$ cat config.mk
export PLATFORM = sky130hd
export DESIGN_NAME = battery_coulomb_counter_top
export DESIGN_NICKNAME = d
export VERILOG_FILES = /design/src/rtl/bcc_pkg.sv /design/src/rtl/bcc_datapath.sv /design/src/rtl/bcc_controller.sv /design/src/rtl/battery_coulomb_counter_top.sv
export SDC_FILE = /design/constraint.sdc
export NUM_CORES = 2
export LEC_CHECK = 0
export BUFFER_PORTS_ARGS = -buffer_cell sky130_fd_sc_hd__buf_4
export CORE_MARGIN = 2
export CORE_UTILIZATION = 35
export DETAILED_ROUTE_END_ITERATION = 7
export SLEW_MARGIN = 30
export SYNTH_ARGS = -nofsm -noshare
export SYNTH_HDL_FRONTEND = slang
export SYNTH_HIERARCHICAL = 1
export SYNTH_SLANG_ARGS = --single-unit
$ cat constraint.sdc
create_clock -name clk -period 16.37 [get_ports clk]
set_input_delay 1.637 -clock clk [delete_from_list [all_inputs] [get_ports clk]]
set_output_delay 1.637 -clock clk [all_outputs]
set_load 0.005 [all_outputs]
$ cat src/rtl/bcc_pkg.sv
// Shared types, codes and constants for the battery coulomb counter.
`timescale 1ns / 1ps
`default_nettype none

package bcc_pkg;

  // Item selector codes
  localparam logic [1:0] FUNC_SAMPLE   = 2'd0;
  localparam logic [1:0] FUNC_LOAD_MAH = 2'd1;
  localparam logic [1:0] FUNC_LOAD_PCT = 2'd2;
  localparam logic [1:0] FUNC_NONE     = 2'd3;

  // Configuration register indexes
  localparam int          CFG_IDX_W = 2;
  localparam int          CFG_DAT_W = 16;
  localparam logic [CFG_IDX_W-1:0] REG_ZERO_CURRENT = 2'd0;
  localparam logic [CFG_IDX_W-1:0] REG_CHARGE_PER_COUNT = 2'd1;
  localparam logic [CFG_IDX_W-1:0] REG_FULL_CHARGE = 2'd2;

  // Register reset values
  localparam logic signed [15:0] ZERO_CURRENT_RESET = 16'sd512;
  localparam logic [15:0]        CHARGE_PER_COUNT_RESET = 16'd1000;
  localparam logic [15:0]        FULL_CHARGE_RESET = 16'd5000;
  localparam logic [15:0]        CHARGE_RESET = 16'd3000;

  // Datapath widths
  localparam int MUL_W  = 17;          // signed multiplier operand
  localparam int PROD_W = 2 * MUL_W;   // signed product
  localparam int SUM_W  = PROD_W + 1;  // residue plus product
  localparam int RES_W  = 23;          // residue, within +/- one mAh in uC
  localparam int DVD_W  = PROD_W;      // dividend and quotient
  localparam int DVSR_W = 22;          // widest divisor
  localparam int REM_W  = DVSR_W + 1;
  localparam int DIV_STEPS = DVD_W;
  localparam int CNT_W  = $clog2(DIV_STEPS);

  // Reciprocal division by the fixed divisors
  localparam int QMAH_W     = 11;      // whole mAh steps in one sample
  localparam int MAH_PRE_SH = 7;       // 3600000 = 2^7 * 28125
  localparam int MAH_X_W    = DVD_W - MAH_PRE_SH;
  localparam int RCP_MAH_W  = 27;
  localparam int RCP_MAH_SH = 41;
  localparam logic [RCP_MAH_W-1:0] RCP_MAH = 27'd78187494;  // ceil(2^41 / 28125)
  localparam int QLD_W      = 17;      // loaded charge before saturation
  localparam int PCT_PRE_SH = 2;       // 100 = 2^2 * 25
  localparam int LD_X_W     = 21;
  localparam int RCP_PCT_W  = 22;
  localparam int RCP_PCT_SH = 26;
  localparam logic [RCP_PCT_W-1:0] RCP_PCT = 22'd2684355;   // ceil(2^26 / 25)

  // Arithmetic constants
  localparam logic [DVSR_W-1:0] MAH_IN_UC = 22'd3600000;
  localparam logic [DVSR_W-1:0] PCT_SCALE = 22'd100;
  localparam logic [15:0]       CHARGE_MAX = 16'hFFFF;
  localparam logic [7:0]        PERCENT_MAX = 8'hFF;

  typedef struct packed {
    logic [1:0]         func;
    logic signed [15:0] adc_counts;
    logic [15:0]        new_charge_mah;
    logic [6:0]         new_percent;
  } bcc_in_t;

  typedef struct packed {
    logic [15:0] charge_mah;
    logic [7:0]  percent;
  } bcc_out_t;

  typedef enum logic [1:0] {
    MUL_SAMPLE,
    MUL_LOAD,
    MUL_PCT
  } mul_sel_t;

  typedef enum logic [1:0] {
    DIV_RESIDUE,
    DIV_LOAD,
    DIV_PCT
  } div_sel_t;

  typedef struct packed {
    logic     load_item;
    logic     mul_go;
    mul_sel_t mul_sel;
    logic     add_res;
    logic     div_load;
    logic     div_step;
    div_sel_t div_sel;
    logic     rem_mah;
    logic     apply_residue;
    logic     apply_load;
    logic     apply_mah;
    logic     pct_full_zero;
    logic     apply_pct;
    logic     out_write;
  } bcc_cmd_t;

  typedef struct packed {
    logic [1:0] func;
    logic       full_zero;
    logic       out_busy;
  } bcc_status_t;

endpackage

`default_nettype wire

$ cat src/rtl/bcc_datapath.sv
// Datapath: configuration, charge and residue state, shared multiplier and divider.
`timescale 1ns / 1ps
`default_nettype none

module bcc_datapath
  import bcc_pkg::*;
(
  input  wire logic                 clk,
  input  wire logic                 rst,
  input  wire logic                 cfg_write_en,
  input  wire logic [CFG_IDX_W-1:0] cfg_index,
  input  wire logic [CFG_DAT_W-1:0] cfg_data,
  input  wire bcc_in_t              in_data,
  input  wire logic                 out_ready,
  output logic                      out_valid,
  output bcc_out_t                  out_data,
  input  wire bcc_cmd_t             cmd,
  output bcc_status_t               status
);

  // Configuration registers
  logic signed [15:0] zero_current;
  logic [15:0]        charge_per_count;
  logic [15:0]        full_charge;

  // Latched item
  logic [1:0]         func;
  logic signed [16:0] delta;
  logic [15:0]        new_charge;
  logic [6:0]         new_percent;

  // State
  logic [15:0]              charge;
  logic signed [RES_W-1:0]  residue;
  logic [7:0]               percent;

  // Arithmetic
  logic signed [MUL_W-1:0]  mul_a;
  logic signed [MUL_W-1:0]  mul_b;
  logic signed [PROD_W-1:0] product;
  logic signed [SUM_W-1:0]  res_sum;
  logic [SUM_W-1:0]         res_mag_m1;
  logic [DVD_W-1:0]         mag_m1;
  logic                     res_neg;
  logic                     res_zero;
  logic [DVD_W-1:0]         dvd;
  logic [REM_W-1:0]         rem;
  logic [DVSR_W-1:0]        dvsr;
  logic [REM_W-1:0]         trial;
  logic                     trial_ge;
  logic [RES_W-1:0]         rem_p1;
  logic [DVD_W:0]           charge_sum;

  // Fixed divisions
  logic [MAH_X_W-1:0]              mah_x;
  logic [MAH_X_W+RCP_MAH_W-1:0]    mah_recip;
  logic [QMAH_W-1:0]               mah_steps;
  logic [QMAH_W+DVSR_W-1:0]        mah_taken;
  logic [DVD_W-1:0]                mah_left;
  logic [LD_X_W-1:0]               ld_x;
  logic [LD_X_W+RCP_PCT_W-1:0]     ld_recip;
  logic [QLD_W-1:0]                ld_quot;

  // Write configuration registers; indexes beyond the list are dropped
  always_ff @(posedge clk) begin
    if (rst) begin
      zero_current     <= ZERO_CURRENT_RESET;
      charge_per_count <= CHARGE_PER_COUNT_RESET;
      full_charge      <= FULL_CHARGE_RESET;
    end else if (cfg_write_en) begin
      unique case (cfg_index)
        REG_ZERO_CURRENT:     zero_current     <= cfg_data;
        REG_CHARGE_PER_COUNT: charge_per_count <= cfg_data;
        REG_FULL_CHARGE:      full_charge      <= cfg_data;
        default: ;
      endcase
    end
  end

  // Capture the item and its offset-corrected reading
  always_ff @(posedge clk) begin
    if (cmd.load_item) begin
      func        <= in_data.func;
      delta       <= 17'(in_data.adc_counts) - 17'(zero_current);
      new_charge  <= in_data.new_charge_mah;
      new_percent <= in_data.new_percent;
    end
  end

  // Select multiplier operands
  always_comb begin
    unique case (cmd.mul_sel)
      MUL_SAMPLE: begin
        mul_a = delta;
        mul_b = $signed({1'b0, charge_per_count});
      end
      MUL_LOAD: begin
        mul_a = $signed({10'd0, new_percent});
        mul_b = $signed({1'b0, full_charge});
      end
      MUL_PCT: begin
        mul_a = $signed({1'b0, charge});
        mul_b = $signed(MUL_W'(PCT_SCALE));
      end
      default: begin
        mul_a = '0;
        mul_b = '0;
      end
    endcase
  end

  always_ff @(posedge clk) begin
    if (cmd.mul_go) begin
      product <= mul_a * mul_b;
    end
  end

  // Add the sample charge to the residue and take its magnitude minus one
  assign res_sum    = SUM_W'(residue) + SUM_W'(product);
  assign res_mag_m1 = (res_sum[SUM_W-1] ? SUM_W'(-res_sum) : SUM_W'(res_sum)) - SUM_W'(1);

  always_ff @(posedge clk) begin
    if (cmd.add_res) begin
      res_neg  <= res_sum[SUM_W-1];
      res_zero <= (res_sum == '0);
      mag_m1   <= res_mag_m1[DVD_W-1:0];
    end
  end

  // Whole mAh in the residue: drop the power-of-two factor, then multiply by the reciprocal
  assign mah_x     = mag_m1[DVD_W-1:MAH_PRE_SH];
  assign mah_recip = {{RCP_MAH_W{1'b0}}, mah_x} * {{MAH_X_W{1'b0}}, RCP_MAH};
  assign mah_steps = mah_recip[RCP_MAH_SH+QMAH_W-1:RCP_MAH_SH];
  assign mah_taken = {{DVSR_W{1'b0}}, dvd[QMAH_W-1:0]} * {{QMAH_W{1'b0}}, MAH_IN_UC};
  assign mah_left  = mag_m1 - DVD_W'(mah_taken);

  // Percent load divided by 100 through the reciprocal of 25
  assign ld_x     = product[LD_X_W+PCT_PRE_SH-1:PCT_PRE_SH];
  assign ld_recip = {{RCP_PCT_W{1'b0}}, ld_x} * {{LD_X_W{1'b0}}, RCP_PCT};
  assign ld_quot  = ld_recip[RCP_PCT_SH+QLD_W-1:RCP_PCT_SH];

  // Restoring divider for the percent, one quotient bit per step
  assign trial    = {rem[REM_W-2:0], dvd[DVD_W-1]};
  assign trial_ge = (trial >= {1'b0, dvsr});

  always_ff @(posedge clk) begin
    if (cmd.div_load) begin
      rem <= '0;
      unique case (cmd.div_sel)
        DIV_RESIDUE: begin
          dvd  <= DVD_W'(mah_steps);
          dvsr <= MAH_IN_UC;
        end
        DIV_LOAD: begin
          dvd  <= DVD_W'(ld_quot);
          dvsr <= PCT_SCALE;
        end
        DIV_PCT: begin
          dvd  <= DVD_W'(product);
          dvsr <= DVSR_W'(full_charge);
        end
        default: begin
          dvd  <= '0;
          dvsr <= MAH_IN_UC;
        end
      endcase
    end else if (cmd.rem_mah) begin
      rem <= REM_W'(mah_left);
    end else if (cmd.div_step) begin
      rem <= trial_ge ? (trial - {1'b0, dvsr}) : trial;
      dvd <= {dvd[DVD_W-2:0], trial_ge};
    end
  end

  // Whole mAh steps taken out of the residue
  assign rem_p1     = RES_W'(rem) + RES_W'(1);
  assign charge_sum = (DVD_W + 1)'(charge) + (DVD_W + 1)'(dvd);

  // Update charge and residue
  always_ff @(posedge clk) begin
    if (rst) begin
      charge  <= CHARGE_RESET;
      residue <= '0;
    end else if (cmd.apply_residue) begin
      if (res_zero) begin
        residue <= '0;
      end else begin
        if (res_neg) begin
          residue <= -$signed(rem_p1);
          charge  <= (|charge_sum[DVD_W:16]) ? CHARGE_MAX : charge_sum[15:0];
        end else begin
          residue <= $signed(rem_p1);
          charge  <= (dvd >= DVD_W'(charge)) ? 16'd0 : (charge - dvd[15:0]);
        end
      end
    end else if (cmd.apply_load) begin
      charge <= (|dvd[DVD_W-1:16]) ? CHARGE_MAX : dvd[15:0];
    end else if (cmd.apply_mah) begin
      charge <= new_charge;
    end
  end

  // Percent of full charge, saturated
  always_ff @(posedge clk) begin
    if (cmd.pct_full_zero) begin
      percent <= PERCENT_MAX;
    end else if (cmd.apply_pct) begin
      percent <= (|dvd[DVD_W-1:8]) ? PERCENT_MAX : dvd[7:0];
    end
  end

  // Output register
  always_ff @(posedge clk) begin
    if (rst) begin
      out_valid <= 1'b0;
    end else if (cmd.out_write) begin
      out_valid <= 1'b1;
    end else if (out_ready) begin
      out_valid <= 1'b0;
    end
  end

  always_ff @(posedge clk) begin
    if (cmd.out_write) begin
      out_data.charge_mah <= charge;
      out_data.percent    <= percent;
    end
  end

  assign status.func      = func;
  assign status.full_zero = (full_charge == 16'd0);
  assign status.out_busy  = out_valid && !out_ready;

endmodule

`default_nettype wire

$ cat src/rtl/bcc_controller.sv
// Controller: sequences one item through multiplier, divider and updates.
`timescale 1ns / 1ps
`default_nettype none

module bcc_controller
  import bcc_pkg::*;
(
  input  wire logic        clk,
  input  wire logic        rst,
  input  wire logic        in_valid,
  output logic             in_ready,
  input  wire bcc_status_t status,
  output bcc_cmd_t         cmd
);

  typedef enum logic [3:0] {
    S_IDLE,
    S_DISPATCH,
    S_SMP_MUL,
    S_SMP_ADD,
    S_SMP_DIVLD,
    S_SMP_REM,
    S_SMP_APPLY,
    S_LD_MUL,
    S_LD_DIVLD,
    S_LD_APPLY,
    S_DIV,
    S_PCT,
    S_PCT_DIVLD,
    S_PCT_APPLY,
    S_OUT
  } state_t;

  state_t           state, state_next;
  logic [CNT_W-1:0] cnt, cnt_next;

  // Next state and commands
  always_comb begin
    state_next = state;
    cnt_next   = cnt;
    cmd        = '0;
    cmd.mul_sel = MUL_SAMPLE;
    cmd.div_sel = DIV_PCT;
    unique case (state)
      S_IDLE: begin
        if (in_valid) begin
          cmd.load_item = 1'b1;
          state_next    = S_DISPATCH;
        end
      end
      S_DISPATCH: begin
        unique case (status.func)
          FUNC_SAMPLE:   state_next = S_SMP_MUL;
          FUNC_LOAD_MAH: begin
            cmd.apply_mah = 1'b1;
            state_next    = S_PCT;
          end
          FUNC_LOAD_PCT: state_next = S_LD_MUL;
          FUNC_NONE:     state_next = S_PCT;
          default:       state_next = S_PCT;
        endcase
      end
      S_SMP_MUL: begin
        cmd.mul_go  = 1'b1;
        cmd.mul_sel = MUL_SAMPLE;
        state_next  = S_SMP_ADD;
      end
      S_SMP_ADD: begin
        cmd.add_res = 1'b1;
        state_next  = S_SMP_DIVLD;
      end
      S_SMP_DIVLD: begin
        cmd.div_load = 1'b1;
        cmd.div_sel  = DIV_RESIDUE;
        state_next   = S_SMP_REM;
      end
      S_SMP_REM: begin
        cmd.rem_mah = 1'b1;
        state_next  = S_SMP_APPLY;
      end
      S_SMP_APPLY: begin
        cmd.apply_residue = 1'b1;
        state_next        = S_PCT;
      end
      S_LD_MUL: begin
        cmd.mul_go  = 1'b1;
        cmd.mul_sel = MUL_LOAD;
        state_next  = S_LD_DIVLD;
      end
      S_LD_DIVLD: begin
        cmd.div_load = 1'b1;
        cmd.div_sel  = DIV_LOAD;
        state_next   = S_LD_APPLY;
      end
      S_LD_APPLY: begin
        cmd.apply_load = 1'b1;
        state_next     = S_PCT;
      end
      S_DIV: begin
        cmd.div_step = 1'b1;
        cnt_next     = cnt + CNT_W'(1);
        if (cnt == CNT_W'(DIV_STEPS - 1)) begin
          state_next = S_PCT_APPLY;
        end
      end
      S_PCT: begin
        if (status.full_zero) begin
          cmd.pct_full_zero = 1'b1;
          state_next        = S_OUT;
        end else begin
          cmd.mul_go  = 1'b1;
          cmd.mul_sel = MUL_PCT;
          state_next  = S_PCT_DIVLD;
        end
      end
      S_PCT_DIVLD: begin
        cmd.div_load = 1'b1;
        cmd.div_sel  = DIV_PCT;
        cnt_next     = '0;
        state_next   = S_DIV;
      end
      S_PCT_APPLY: begin
        cmd.apply_pct = 1'b1;
        state_next    = S_OUT;
      end
      S_OUT: begin
        // Hold until the output register is free
        if (!status.out_busy) begin
          cmd.out_write = 1'b1;
          state_next    = S_IDLE;
        end
      end
      default: state_next = S_IDLE;
    endcase
  end

  always_ff @(posedge clk) begin
    if (rst) begin
      state <= S_IDLE;
      cnt   <= '0;
    end else begin
      state <= state_next;
      cnt   <= cnt_next;
    end
  end

  assign in_ready = (state == S_IDLE);

endmodule

`default_nettype wire

$ cat src/rtl/battery_coulomb_counter_top.sv
// Top level of the battery coulomb counter.
`timescale 1ns / 1ps
`default_nettype none

// Coulomb counter with state of charge. Each input transfer yields one output
// transfer carrying the charge in mAh and its percentage of full charge. One
// item is worked at a time. A shared 17x17 multiplier forms the sample charge
// and the percent products; the fixed divisions by one mAh in uC and by 100
// use reciprocal multiplications, and the percent of full charge uses a
// restoring divider (34 steps, one quotient bit per cycle), which sets most of
// the rate. With zero full charge the percent multiply and divide are skipped
// and the percent saturates. The output register lets the next item be taken
// while a result still waits; a result is written only once the register is
// free. Configuration writes are taken in any cycle.
module battery_coulomb_counter_top
  import bcc_pkg::*;
(
  input  wire logic                 clk,
  input  wire logic                 rst,
  input  wire logic                 in_valid,
  output logic                      in_ready,
  input  wire bcc_in_t              in_data,
  output logic                      out_valid,
  input  wire logic                 out_ready,
  output bcc_out_t                  out_data,
  input  wire logic                 cfg_write_en,
  input  wire logic [CFG_IDX_W-1:0] cfg_index,
  input  wire logic [CFG_DAT_W-1:0] cfg_data
);

  bcc_cmd_t    cmd;
  bcc_status_t status;

  bcc_controller u_ctrl (
    .clk      (clk),
    .rst      (rst),
    .in_valid (in_valid),
    .in_ready (in_ready),
    .status   (status),
    .cmd      (cmd)
  );

  bcc_datapath u_dp (
    .clk          (clk),
    .rst          (rst),
    .cfg_write_en (cfg_write_en),
    .cfg_index    (cfg_index),
    .cfg_data     (cfg_data),
    .in_data      (in_data),
    .out_ready    (out_ready),
    .out_valid    (out_valid),
    .out_data     (out_data),
    .cmd          (cmd),
    .status       (status)
  );

endmodule

`default_nettype wire

==> flow_summary.yaml <==
status:
  status: "completed"
timing:
  finalSetupTns_ps: 0
  setup_viol: 0
  tightestPinTransition_ps: 1076
  whs_ps: 441.8
  max_freq_ghz: 0.1093
  drv_slew: 0
  slew_headroom: 0.2803
  finalHoldViolCount: 0
  fin_skew_ps: 34.82
  finalCritPeriodShare: 0.5589
  fin_ws_ps: 7222
  layout_min_cycle_time_ps: 9148
  rsz0062_at_grt: "false"
worst_setup_path:
  cp_max_fo: 47
  path_delay_family: "adder cells"
  rr_worst_depth: 27
  startpoint_type: "register"
  end_kind: "register"
  r2r-start: "u_ctrl/state[3]"
  r2r_setup_slack_ps: 7220
  crit_slowest_cell: "dfxtp_1"
  crit_path_frequent_cell: "fa_1"
  criticalPathCategory: "reg -> reg"
  required_ps: 16750
  path_buf_inv: 5
  cp_slowest_stage_delay_ps: 780
  arrival_ps: 9530
  cp-startpoint: "u_ctrl/state[3]"
  r2r-end: "u_dp/product[33]"
clock_tree:
  h-tree-depth: 2
  cts_made_buffers: 40
  ctsHoldBuffers: 0
  cts_tree: "done"
  cts_sinks: 316
  cts_resized: 0
  clk_pin_slew_worst_paths_ps: 60
  clk_latency_ps: 590
  cts_buffer_depth: 3
  clock-root-buffer: "clkbuf_16"
  postCtsSetupBuffers: 0
worst_hold_path:
  hold_depth: 0
  min_from: "u_dp/percent[7]"
  min_to: "u_dp/out_data[7]"
  hold_class: "reg -> reg"
logic_synthesis:
  ys_types: 100
  ys.flop_type: "edfxtp_1"
  synthCells: 5900
  yosys_warnings: 6
  synthesis.area_mm2: 0.05356
  synth-seq-cells: 316
  synthArstFlopShare: 0
  syn_avg_cell_area_um2: 9.078
  ys_seq_area_frac: 0.1531
  synth_edf_count: 187
  synth_fp_nets: 7462
die:
  die_w_um: 395.2
  die_h_um: 395.2
  start_util: 0.3526
  rows: 143
  coreArea_mm2: 0.1519
  dieArea_mm2: 0.1562
  ioPinCount: 90
drt:
  viasPerCell: 5.188
  dr.pass1.iters: 6
  wl_per_cell_um: 19.52
  ant_nets: 0
  vias: 41470
  totalWireLength_um: 156000
  drc_errors: 0
  drt_iter0_drc: 2856
cells_and_area:
  syn_to_final_growth_pct: 8.543
  fin_area_mm2: 0.05814
  drive_gt1_frac: 0.05869
  antenna_cells: 0
  fin_nets: 7494
place:
  routabilityCongestion: 0.9319
  dp_hpwl_um: 129700
  post-place-ws_ps: 7315
  dpl_cell_area_mm2: 0.05672
  port_buffers: 89
grt:
  grt_pass1_wl_um: 245900
  grt_usage: 0.1999
  grt_pass1_vias: 42660
  grt_max_degree: 94
  gr-total-overflow: 0
  antenna_found_initial: 1
flow_run:
  cap_violations: 0
## logic make-up after synthesis
| family | synth area share |
|---|---|
| AND/OR/NAND/NOR | 0.1268 |
| multiplexers | 0.008106 |
| XOR/XNOR | 0.03679 |
| buffers and inverters | 0.09940 |
| adder cells (fa/ha/maj) | 0.4528 |
| flip-flops | 0.1531 |
| AO/OA/AOI/OAI | 0.1231 |
## flip-flops by register name (all words and copies together) (netlist names), 8 cells and up
register,cells
u_dp/charge,16
u_dp/charge_per_count,16
u_dp/delta,17
u_dp/dvd,34
u_dp/dvsr,17
u_dp/full_charge,16
u_dp/mag_m1,34
u_dp/new_charge,16
u_dp/out_data,24
u_dp/percent,8
u_dp/product,34
u_dp/rem,23
u_dp/residue,23
u_dp/zero_current,16
## worst register-to-register path, delay by kind of cell (launching register included)
kind | cells | cell delay [ps]
and+or+nand+nor | 7 | 1590
AOI/OAI and AO/OA | 8 | 2510
buffers and inverters | 5 | 690
DFF | 1 | 780
adders and majority gates | 7 | 3390
## area by class of cell
class	count	area, µm²
fillers	15290	93770
multi-input cells	4174	40160
flip-flops and latches	316	8198
inverters	1248	4684
well taps	2030	2540
clock buffers	55	1191
repair buffers	152	1145
clock inverters	19	214.0
## stage by stage
step | std cells | util
2_1_floorplan | 5900 | -
3_3_place_gp | 7920 | 0.3732
3_5_place_dp | 7920 | 0.3734
4_1_cts | 7994 | 0.3826
5_1_grt | 7994 | 0.3827
6_report | 7994 | 0.3827
## cells in the mapped netlist (all sizes together) (65+ instances only)
cell type,count,area (µm²)
fa,734,14690
nor2,395,1490
a21oi,260,1313
xnor2,143,1252
clkbuf,140,525.5
nand3,80,400.4
o21ai,205,1030
nor3,99,505.5
dfxtp,129,2582
inv,1247,4681
edfxtp,187,5615
a21o,65,488.0
xor2,82,718.2
nand2,461,1730
ha,764,9559
## layout by cell type, fill, tap and decap left out, drive strengths merged, types with 143 or more instances in the layout
| cell | instances |
|---|---|
| a21oi | 260 |
| buf | 152 |
| edfxtp | 187 |
| fa | 734 |
| ha | 764 |
| inv | 1250 |
| nand2 | 461 |
| nor2 | 395 |
| o21ai | 205 |
| xnor2 | 143 |
## worst max path at each step
stage / cells past startpoint / slack [ps] / end
2_1_floorplan: 31 / 8280 / u_dp/product[27]
3_3_place_gp: 27 / 7420 / u_dp/product[33]
3_5_place_dp: 27 / 7310 / u_dp/product[33]
4_1_cts: 27 / 7260 / u_dp/product[33]
5_1_grt: 27 / 6520 / u_dp/product[33]
6_report: 27 / 7220 / u_dp/product[33]
## routing by layer
metal / up-vias / share of wire / GRT usage
met5: - / 0 / 0
met4: 0 / 0.037 / 0.06536
met3: 269 / 0.054 / 0.02154
met2: 1210 / 0.47 / 0.3330
met1: 20500 / 0.44 / 0.2705
li1: 19490 / - / -
Power is left out: the tool's default activity adds up to more than one toggle a clock period on the data nets, which glitch-free logic cannot reach.
